$ cat src/design/sqbg_pkg.sv
// Shared types, constants and helper functions for the send queue guard.
`timescale 1ns / 1ps

package sqbg_pkg;

  // Queue geometry and field widths.
  localparam int QUEUE_DEPTH = 64;
  localparam int HANDLE_BITS = 16;
  localparam int BYTES_W     = 24;
  localparam int TOTAL_W     = 32;
  localparam int MAXMSG_W    = 7;
  localparam int TIMER_W     = 32;
  localparam int PTR_W       = $clog2(QUEUE_DEPTH);
  localparam int CNT_W       = $clog2(QUEUE_DEPTH + 1);
  localparam int ENTRY_W     = HANDLE_BITS + BYTES_W;
  localparam int CFG_IDX_W   = 2;
  localparam int CFG_DATA_W  = 32;

  localparam logic [TIMER_W-1:0] TIMEOUT_RESET = TIMER_W'(1000);

  // Command codes of an input beat.
  typedef enum logic [1:0] {
    MODE_ENQ  = 2'd0,
    MODE_DONE = 2'd1,
    MODE_TICK = 2'd2,
    MODE_NONE = 2'd3
  } mode_t;

  // Configuration register indexes.
  typedef enum logic [CFG_IDX_W-1:0] {
    CFG_MAX_MSG   = 2'd0,
    CFG_MAX_BYTES = 2'd1,
    CFG_TIMEOUT   = 2'd2
  } cfg_idx_t;

  typedef struct packed {
    mode_t                   mode;
    logic [HANDLE_BITS-1:0]  msg_handle;
    logic [BYTES_W-1:0]      msg_bytes;
  } in_t;

  typedef struct packed {
    logic                    start_write;
    logic [HANDLE_BITS-1:0]  write_handle;
    logic [BYTES_W-1:0]      write_bytes;
    logic                    close_event;
    logic                    session_closed;
    logic                    dropped;
    logic [MAXMSG_W-1:0]     queued_messages;
    logic [TOTAL_W-1:0]      total_bytes;
    logic                    stall_pending;
  } out_t;

  typedef struct packed {
    logic [MAXMSG_W-1:0]     max_messages;
    logic [TOTAL_W-1:0]      max_bytes;
    logic [TIMER_W-1:0]      stall_timeout_ticks;
  } cfg_t;

  // One stored message.
  typedef struct packed {
    logic [HANDLE_BITS-1:0]  handle;
    logic [BYTES_W-1:0]      bytes;
  } entry_t;

  // Request from the controller to the message memory.
  typedef struct packed {
    logic                    we;
    logic [PTR_W-1:0]        waddr;
    entry_t                  wdata;
    logic                    re;
    logic [PTR_W-1:0]        raddr;
  } ram_req_t;

  // Circular pointer advance for any queue depth.
  function automatic logic [PTR_W-1:0] next_ptr(input logic [PTR_W-1:0] p);
    return (p == PTR_W'(QUEUE_DEPTH - 1)) ? '0 : p + PTR_W'(1);
  endfunction

  // True when an enabled limit is exceeded.
  function automatic logic over_limit(input logic [CNT_W-1:0]   cnt,
                                      input logic [TOTAL_W-1:0] total,
                                      input cfg_t               cfg);
    logic msg_over;
    logic byte_over;
    msg_over  = (cfg.max_messages != '0) && (32'(cnt) > 32'(cfg.max_messages));
    byte_over = (cfg.max_bytes != '0) && (total > cfg.max_bytes);
    return msg_over || byte_over;
  endfunction

endpackage

$ cat src/design/sqbg_ram.sv
// Generic single-write, single-read synchronous RAM with registered read data.
`timescale 1ns / 1ps

module sqbg_ram #(
  parameter int DEPTH = 64,
  parameter int WIDTH = 40,
  parameter int AW    = $clog2(DEPTH)
) (
  input  logic             clk,
  input  logic             we,
  input  logic [AW-1:0]    waddr,
  input  logic [WIDTH-1:0] wdata,
  input  logic             re,
  input  logic [AW-1:0]    raddr,
  output logic [WIDTH-1:0] rdata
);

  logic [WIDTH-1:0] mem [DEPTH];
  logic [WIDTH-1:0] rdata_r;

  // Write port.
  always_ff @(posedge clk) begin
    if (we) begin
      mem[waddr] <= wdata;
    end
  end

  // Read port; data holds until the next read.
  always_ff @(posedge clk) begin
    if (re) begin
      rdata_r <= mem[raddr];
    end
  end

  assign rdata = rdata_r;

endmodule

$ cat src/design/sqbg_ctrl.sv
// Queue controller: command sequencer, pointers, totals, stall timer and result register.
`timescale 1ns / 1ps

module sqbg_ctrl
  import sqbg_pkg::*;
(
  input  logic     clk,
  input  logic     rst_n,
  input  logic     in_start,
  output logic     in_busy,
  input  in_t      in_data,
  input  cfg_t     cfg,
  output ram_req_t ram_req,
  input  entry_t   ram_rdata,
  output logic     out_strobe,
  output out_t     out_data
);

  typedef enum logic [1:0] {
    S_IDLE,
    S_LEN,
    S_EXEC
  } state_t;

  state_t             state_r, state_nxt;
  logic [PTR_W-1:0]   head_r, head_nxt;
  logic [PTR_W-1:0]   tail_r, tail_nxt;
  logic [CNT_W-1:0]   count_r, count_nxt;
  logic [TOTAL_W-1:0] total_r, total_nxt;
  logic               writing_r, writing_nxt;
  logic               armed_r, armed_nxt;
  logic [TIMER_W-1:0] ticks_r, ticks_nxt;
  logic               closed_r, closed_nxt;
  logic               strobe_r, strobe_nxt;
  in_t                item_r, item_nxt;
  logic [BYTES_W-1:0] len_r, len_nxt;
  out_t               out_r, out_nxt;

  logic [TOTAL_W:0]   sum_wide;
  logic               over_new;
  logic               over_now;

  // Saturating byte add and limit checks on the committed and updated totals.
  assign sum_wide = {1'b0, total_r} + (TOTAL_W + 1)'(item_r.msg_bytes);
  assign over_new = over_limit(count_nxt, total_nxt, cfg);
  assign over_now = over_limit(count_r, total_r, cfg);

  // Sequencer and next-state logic.
  always_comb begin
    state_nxt   = state_r;
    head_nxt    = head_r;
    tail_nxt    = tail_r;
    count_nxt   = count_r;
    total_nxt   = total_r;
    writing_nxt = writing_r;
    armed_nxt   = armed_r;
    ticks_nxt   = ticks_r;
    closed_nxt  = closed_r;
    strobe_nxt  = 1'b0;
    item_nxt    = item_r;
    len_nxt     = len_r;
    out_nxt     = out_r;
    ram_req     = '0;

    unique case (state_r)
      S_IDLE: begin
        if (in_start) begin
          item_nxt = in_data;
          // A pop of a held message needs the head and the following entry.
          if (in_data.mode == MODE_DONE && count_r != '0) begin
            ram_req.re    = 1'b1;
            ram_req.raddr = head_r;
            state_nxt     = S_LEN;
          end else begin
            state_nxt = S_EXEC;
          end
        end
      end

      S_LEN: begin
        len_nxt       = ram_rdata.bytes;
        ram_req.re    = 1'b1;
        ram_req.raddr = next_ptr(head_r);
        state_nxt     = S_EXEC;
      end

      S_EXEC: begin
        out_nxt    = '0;
        strobe_nxt = 1'b1;
        state_nxt  = S_IDLE;
        case (item_r.mode)
          MODE_ENQ: begin
            if (!closed_r) begin
              if (count_r == CNT_W'(QUEUE_DEPTH)) begin
                out_nxt.dropped = 1'b1;
              end else begin
                ram_req.we            = 1'b1;
                ram_req.waddr         = tail_r;
                ram_req.wdata.handle  = item_r.msg_handle;
                ram_req.wdata.bytes   = item_r.msg_bytes;
                tail_nxt              = next_ptr(tail_r);
                count_nxt             = count_r + CNT_W'(1);
                total_nxt             = sum_wide[TOTAL_W] ? '1 : sum_wide[TOTAL_W-1:0];
                if (over_new) begin
                  if (!armed_r) begin
                    armed_nxt = 1'b1;
                    ticks_nxt = cfg.stall_timeout_ticks;
                  end
                end else begin
                  armed_nxt = 1'b0;
                end
                // With no write in progress the queue was empty, so the new
                // message is the head.
                if (!writing_r) begin
                  writing_nxt          = 1'b1;
                  out_nxt.start_write  = 1'b1;
                  out_nxt.write_handle = item_r.msg_handle;
                  out_nxt.write_bytes  = item_r.msg_bytes;
                end
              end
            end
          end

          MODE_DONE: begin
            if (count_r == '0) begin
              writing_nxt = 1'b0;
            end else begin
              head_nxt  = next_ptr(head_r);
              count_nxt = count_r - CNT_W'(1);
              total_nxt = (total_r >= TOTAL_W'(len_r)) ? total_r - TOTAL_W'(len_r) : '0;
              if (count_r != CNT_W'(1)) begin
                writing_nxt          = 1'b1;
                out_nxt.start_write  = 1'b1;
                out_nxt.write_handle = ram_rdata.handle;
                out_nxt.write_bytes  = ram_rdata.bytes;
              end else begin
                writing_nxt = 1'b0;
              end
            end
            if (over_new) begin
              if (!armed_r) begin
                armed_nxt = 1'b1;
                ticks_nxt = cfg.stall_timeout_ticks;
              end
            end else begin
              armed_nxt = 1'b0;
            end
          end

          MODE_TICK: begin
            if (armed_r) begin
              if (ticks_r <= TIMER_W'(1)) begin
                ticks_nxt = '0;
                armed_nxt = 1'b0;
                // Expiry while still over the limit closes the session.
                if (over_now) begin
                  closed_nxt          = 1'b1;
                  out_nxt.close_event = 1'b1;
                  head_nxt            = '0;
                  tail_nxt            = '0;
                  count_nxt           = '0;
                  total_nxt           = '0;
                  writing_nxt         = 1'b0;
                end
              end else begin
                ticks_nxt = ticks_r - TIMER_W'(1);
              end
            end
          end

          default: begin
          end
        endcase
        out_nxt.session_closed  = closed_nxt;
        out_nxt.queued_messages = MAXMSG_W'(count_nxt);
        out_nxt.total_bytes     = total_nxt;
        out_nxt.stall_pending   = armed_nxt;
      end

      default: begin
        state_nxt = S_IDLE;
      end
    endcase
  end

  // State, queue bookkeeping and registered result.
  always_ff @(posedge clk) begin
    if (!rst_n) begin
      state_r   <= S_IDLE;
      head_r    <= '0;
      tail_r    <= '0;
      count_r   <= '0;
      total_r   <= '0;
      writing_r <= 1'b0;
      armed_r   <= 1'b0;
      ticks_r   <= '0;
      closed_r  <= 1'b0;
      strobe_r  <= 1'b0;
    end else begin
      state_r   <= state_nxt;
      head_r    <= head_nxt;
      tail_r    <= tail_nxt;
      count_r   <= count_nxt;
      total_r   <= total_nxt;
      writing_r <= writing_nxt;
      armed_r   <= armed_nxt;
      ticks_r   <= ticks_nxt;
      closed_r  <= closed_nxt;
      strobe_r  <= strobe_nxt;
    end
    item_r <= item_nxt;
    len_r  <= len_nxt;
    out_r  <= out_nxt;
  end

  assign in_busy    = (state_r != S_IDLE);
  assign out_strobe = strobe_r;
  assign out_data   = out_r;

`ifndef SYNTHESIS
  // With no write outstanding the queue must be empty.
  a_idle_empty: assert property (@(posedge clk) disable iff (!rst_n)
    !writing_r |-> count_r == '0)
    else $error("write idle while messages are queued");

  // An empty queue has its pointers together.
  a_ptr_match: assert property (@(posedge clk) disable iff (!rst_n)
    count_r == '0 |-> head_r == tail_r)
    else $error("head and tail differ on an empty queue");

  // The fill count never passes the depth.
  a_count_max: assert property (@(posedge clk) disable iff (!rst_n)
    count_r <= CNT_W'(QUEUE_DEPTH))
    else $error("fill count beyond queue depth");

  // A closed session holds nothing.
  a_closed_empty: assert property (@(posedge clk) disable iff (!rst_n)
    closed_r |-> count_r == '0 && total_r == '0)
    else $error("closed session still holds messages");

  // A result follows every execute step.
  a_strobe_src: assert property (@(posedge clk) disable iff (!rst_n)
    state_r == S_EXEC |=> strobe_r)
    else $error("execute step produced no result");
`endif

endmodule

$ cat src/design/send_queue_backpressure_guard.sv
// Top level of the send queue guard: configuration registers, controller and message memory.
//
//   channel  direction  handshake               payload
//   in_      input      in_start & !in_busy     in_data (in_t)
//   out_     output     out_strobe, one cycle   out_data (out_t)
//   cfg_     input      cfg_valid & cfg_ready   cfg_index, cfg_data
//
// An enqueue, a tick or a write complete on an empty queue goes from acceptance straight to
// the execute step; a write complete that pops passes a length step first, set by the two reads
// of the single memory read port (head length, then the next head).
// The result shows in the cycle after the execute step; the next beat may be taken then.
// Synchronous active-low reset clears the queue bookkeeping; the memory is not cleared.
// The receiver cannot stall; cfg_ready is always high.
`timescale 1ns / 1ps

module send_queue_backpressure_guard
  import sqbg_pkg::*;
(
  input  logic                  clk,
  input  logic                  rst_n,
  input  logic                  in_start,
  output logic                  in_busy,
  input  in_t                   in_data,
  output logic                  out_strobe,
  output out_t                  out_data,
  input  logic                  cfg_valid,
  output logic                  cfg_ready,
  input  logic [CFG_IDX_W-1:0]  cfg_index,
  input  logic [CFG_DATA_W-1:0] cfg_data
);

  cfg_t     cfg_r;
  ram_req_t ram_req;
  entry_t   ram_rdata;

  assign cfg_ready = 1'b1;

  // Configuration register writes.
  always_ff @(posedge clk) begin
    if (!rst_n) begin
      cfg_r.max_messages        <= '0;
      cfg_r.max_bytes           <= '0;
      cfg_r.stall_timeout_ticks <= TIMEOUT_RESET;
    end else if (cfg_valid && cfg_ready) begin
      unique case (cfg_idx_t'(cfg_index))
        CFG_MAX_MSG:   cfg_r.max_messages        <= MAXMSG_W'(cfg_data);
        CFG_MAX_BYTES: cfg_r.max_bytes           <= TOTAL_W'(cfg_data);
        CFG_TIMEOUT:   cfg_r.stall_timeout_ticks <= TIMER_W'(cfg_data);
        default: begin
        end
      endcase
    end
  end

  // Command sequencer and queue state.
  sqbg_ctrl u_ctrl (
    .clk        (clk),
    .rst_n      (rst_n),
    .in_start   (in_start),
    .in_busy    (in_busy),
    .in_data    (in_data),
    .cfg        (cfg_r),
    .ram_req    (ram_req),
    .ram_rdata  (ram_rdata),
    .out_strobe (out_strobe),
    .out_data   (out_data)
  );

  // Message store: handle and length of each queued message.
  sqbg_ram #(
    .DEPTH (QUEUE_DEPTH),
    .WIDTH (ENTRY_W),
    .AW    (PTR_W)
  ) u_ram (
    .clk   (clk),
    .we    (ram_req.we),
    .waddr (ram_req.waddr),
    .wdata (ram_req.wdata),
    .re    (ram_req.re),
    .raddr (ram_req.raddr),
    .rdata (ram_rdata)
  );

endmodule
$ cat config.mk
export PLATFORM = sky130hd
export DESIGN_NAME = send_queue_backpressure_guard
export DESIGN_NICKNAME = d
export VERILOG_FILES = /design/src/design/sqbg_pkg.sv /design/src/design/sqbg_ram.sv /design/src/design/sqbg_ctrl.sv /design/src/design/send_queue_backpressure_guard.sv
export SDC_FILE = /design/constraint.sdc
export NUM_CORES = 2
export LEC_CHECK = 0
export BUFFER_PORTS_ARGS = -buffer_cell sky130_fd_sc_hd__buf_2
export CORE_ASPECT_RATIO = 1.5
export CORE_MARGIN = 2
export CORE_UTILIZATION = 48
export CTS_CLUSTER_DIAMETER = 100
export DETAILED_ROUTE_END_ITERATION = 7
export SLEW_MARGIN = 20
export SYNTH_ARGS = -nofsm -noshare
export SYNTH_HDL_FRONTEND = slang
export SYNTH_HIERARCHICAL = 1
export SYNTH_SLANG_ARGS = --single-unit
$ cat constraint.sdc
create_clock -name clk -period 11.7 [get_ports clk]
set_input_delay 1.17 -clock clk [delete_from_list [all_inputs] [get_ports clk]]
set_output_delay 1.17 -clock clk [all_outputs]
set_load 0.05 [all_outputs]
==> results.md <==
* Main combinational cell family by area after synthesis: multiplexers
* Highest metal used: met5
* Post-synthesis mux area share at 13.0%
* Share of layout cells above drive strength 1 at 22.3%
* Final Critical Period at 8.67 ns
* Final net count at 6808
* Vias at 63900
* CTS root buf: clkbuf_16
* CP Max Fanout at 41
* Yosys warning total at 6
* Largest stage delay, worst path at 1.07 ns
* EDFF count, synth at 2750
* Total CTS buffers at 276
* Starting DRT DRC Count at 6676
* Final slew viol count at 0
* DRC violations left at 0
* Critical path cell sequence: ha_1 -> a211oi_1 -> nor4b_1 -> a211oi_1 -> o311ai_0 -> a31oi_1 -> nor4_1 -> a2111oi_0 -> o21ai_0 -> nand2_1 -> ha_1 -> nand4_1 -> or3_1 -> nor2_1 -> o311ai_0 -> a221oi_1 -> a21boi_2 -> buf_4 -> nand2b_1 -> o21ai_0
* Data required time of the critical path at 12.45 ns
* Syn nets at 6537
* Number of distinct library cells after synthesis at 89
* Input/output buffers at 165
* Routed wire per std cell at 34.0 microns
* CP endpoint kind: register
* Synth top area cells: edfxtp_1, mux4_2, dfxtp_1
* Resized Gates After CTS at 0
* Die Area at 248000 sq um
* Simple-gate share of the synthesized area at 4.05%
* Row cnt at 222
* Mapped cell area at 117000 sq um
* Setup ws final at 3.03 ns
* Post-synthesis average cell area at 18.5 sq um
* DRT Pass-1 Iters at 5
* Avg Vias per Cell at 6.36
* Met1 WL at 128000 microns
* WP buf/inv at 1
* DR WL met3 at 21300 microns
* Seq/Total Area, Yosys at 73.2%
* Synth top area share at 70.5%
* Yosys top cell by area: edfxtp_1
* Clk_lat worst skew at 0.85 ns
* IR drop worst, VDD at 0.000117 V
* Leakage at 41.9 nW
* Worst Hold Class: register to register
* Max_slew headroom at 22.7%
* Core area at 243000 sq um
* Largest net degree at the start of global routing at 105
* Critical path arrival at 9.41 ns
* Wire length on met2 at 177000 microns
* First-pass GRT wire length at 482000 microns
* Total routed wirelength at 341000 microns
* XOR/XNOR share of the synthesized area at 0.374%
* Setup Viol. Count Final at 0
* Post-synthesis adder-cell area fraction at 1.50%
* Worst clock skew at 0.0579 ns
* HPWL after DPL at 210000 microns
* FF+latch count, synth at 2910
* Synth Area in Compound Gates at 5.90%
* Chip Width at 407 microns
* Number of global-route vias before repair at 64500
* PwrDens at 159 nW/um^2
* Fin crit share at 74.1%
* H-tree depth at 5
* CTS tree: yes
* Gpl congestion at 0.951
* Hold Buf Count CTS at 0
* RSZ-0062 raised after global routing: no
* Most frequent cells in the layout: edfxtp_1, mux4_2, nand2_1
* Die span in y at 609 microns
* Sink Count at 2910
* Clock Tree Buf Depth at 4
* Dpl ws at 3.26 ns
* Crit Path Class: register to register
* Fmax at 115 MHz
* Most common cell after layout, fill and taps aside: edfxtp_1
* Slowest CP cell: a221oi_1
* IO Count at 167
* Async S/R FF share, synth at 0%
* Antenna Violating Nets Remaining at 0
* Setup Buffers After CTS at 0
* Delay-heaviest family, CP: compound AO/OA/AOI/OAI gates
* Antenna violations before repair at 21
* Area growth syn-to-layout at 11.7%
* Placement Cell Area at 122000 sq um
* Overall Global Routing Usage at 27.2%
* Post-synth top flop: edfxtp_1
* Total negative slack at 0 ns
* Initial Utilization at 48.2%
* Hold Violations, Final at 0
* CTS clk-pin slew, worst paths at 0.07 ns
* Worst-Margin Slew at 1.16 ns
* CP Launch Type: register
* Syn Inst Count at 6318
* Fin area at 131000 sq um
* Fillers at 19100
* GRT Residual Overflow at 0
* Max-Cap Viols at 0
* Layout Utilization at 53.8%
* Status: finished, final reports clean
[registers in the layout (all words and copies together), names as in the netlist, 6 cells and up]
| register | cells |
|---|---|
| u_ram/mem | 2560 |
| u_ctrl/out_data | 84 |
| cfg_r | 71 |
| u_ctrl/item_r | 42 |
| u_ram/rdata | 40 |
| u_ctrl/ticks_r | 32 |
| u_ctrl/total_r | 32 |
| u_ctrl/len_r | 24 |
| u_ctrl/count_r | 7 |
| u_ctrl/head_r | 6 |
| u_ctrl/tail_r | 6 |
[stage by stage]
step           cells  total power [mW]  hold slack, ns
2_1_floorplan   6318              12.1           0.427
3_3_place_gp    9558              12.4           0.437
3_5_place_dp    9558              12.4           0.450
4_1_cts        10000              20.9           0.449
5_1_grt        10000              21.3           0.474
6_report       10000              20.8           0.451
[metal layers]
| metal | vias to the layer above | global-route usage, % |
|---|---|---|
| met5 | - | 0 |
| li1 | 26500 | - |
| met3 | 615 | 3.58 |
| met4 | 2 | 11.0 |
| met1 | 34200 | 34.3 |
| met2 | 2634 | 47.8 |
[cell families (layout without fill, tap and decap cells)]
family / count (synthesis) / in the layout
other: 1 / 10
DFF: 2910 / 2910
buffers and inverters: 467 / 939
muxes: 767 / 767
AOI/OAI and AO/OA: 1014 / 1014
and+or+nand+nor: 970 / 970
xor gates and xnor gates: 50 / 50
adders and majority gates: 139 / 139
[synthesized netlist by cell type, drive strengths merged, types with 37 or more instances]
library cell / instances
clkbuf: 173
dfxtp: 160
a21oi: 189
ha: 137
mux4: 602
inv: 108
a211oi: 49
mux2i: 144
nor3: 49
and3: 68
buf: 183
nand3: 57
a21o: 52
nor4: 62
nand2: 328
o22ai: 171
o21ai: 151
o221ai: 63
nor2: 201
edfxtp: 2750
nor2b: 37
a22o: 78
[worst paths after layout]
kind | startpoint | slack (ns) | to | cells past startpoint
setup / recovery | u_ctrl/total_r[1] | 3.03 | u_ctrl/ticks_r[21] | 20
hold / removal | u_ram/rdata[13] | 0.45 | u_ctrl/len_r[13] | 0
setup reg to reg | u_ctrl/total_r[1] | 3.03 | u_ctrl/ticks_r[21] | 20
hold reg to reg | u_ram/rdata[13] | 0.45 | u_ctrl/len_r[13] | 0
[report_power, final]
part / internal (mW) / switching [mW] / leakage [nW]
registers: 11.3 / 0.0332 / 26.7
clock network: 4.79 / 3.82 / 4.12
logic: 0.270 / 0.540 / 11.1
total: 16.4 / 4.40 / 41.9
[area by class of cell]
class	count	area (sq um)	share of cell area, %
flip-flops and latches	2910	85800	65.6
repair buffers	349	2300	1.76
clock inverters	133	1110	0.846
well taps	3248	4060	3.11
diodes	9	22.5	0.0172
clock buffers	346	7300	5.58
inverters	111	423	0.323
multi-input cells	2941	29800	22.8
Note: power is estimated with default switching activity, not from simulation.
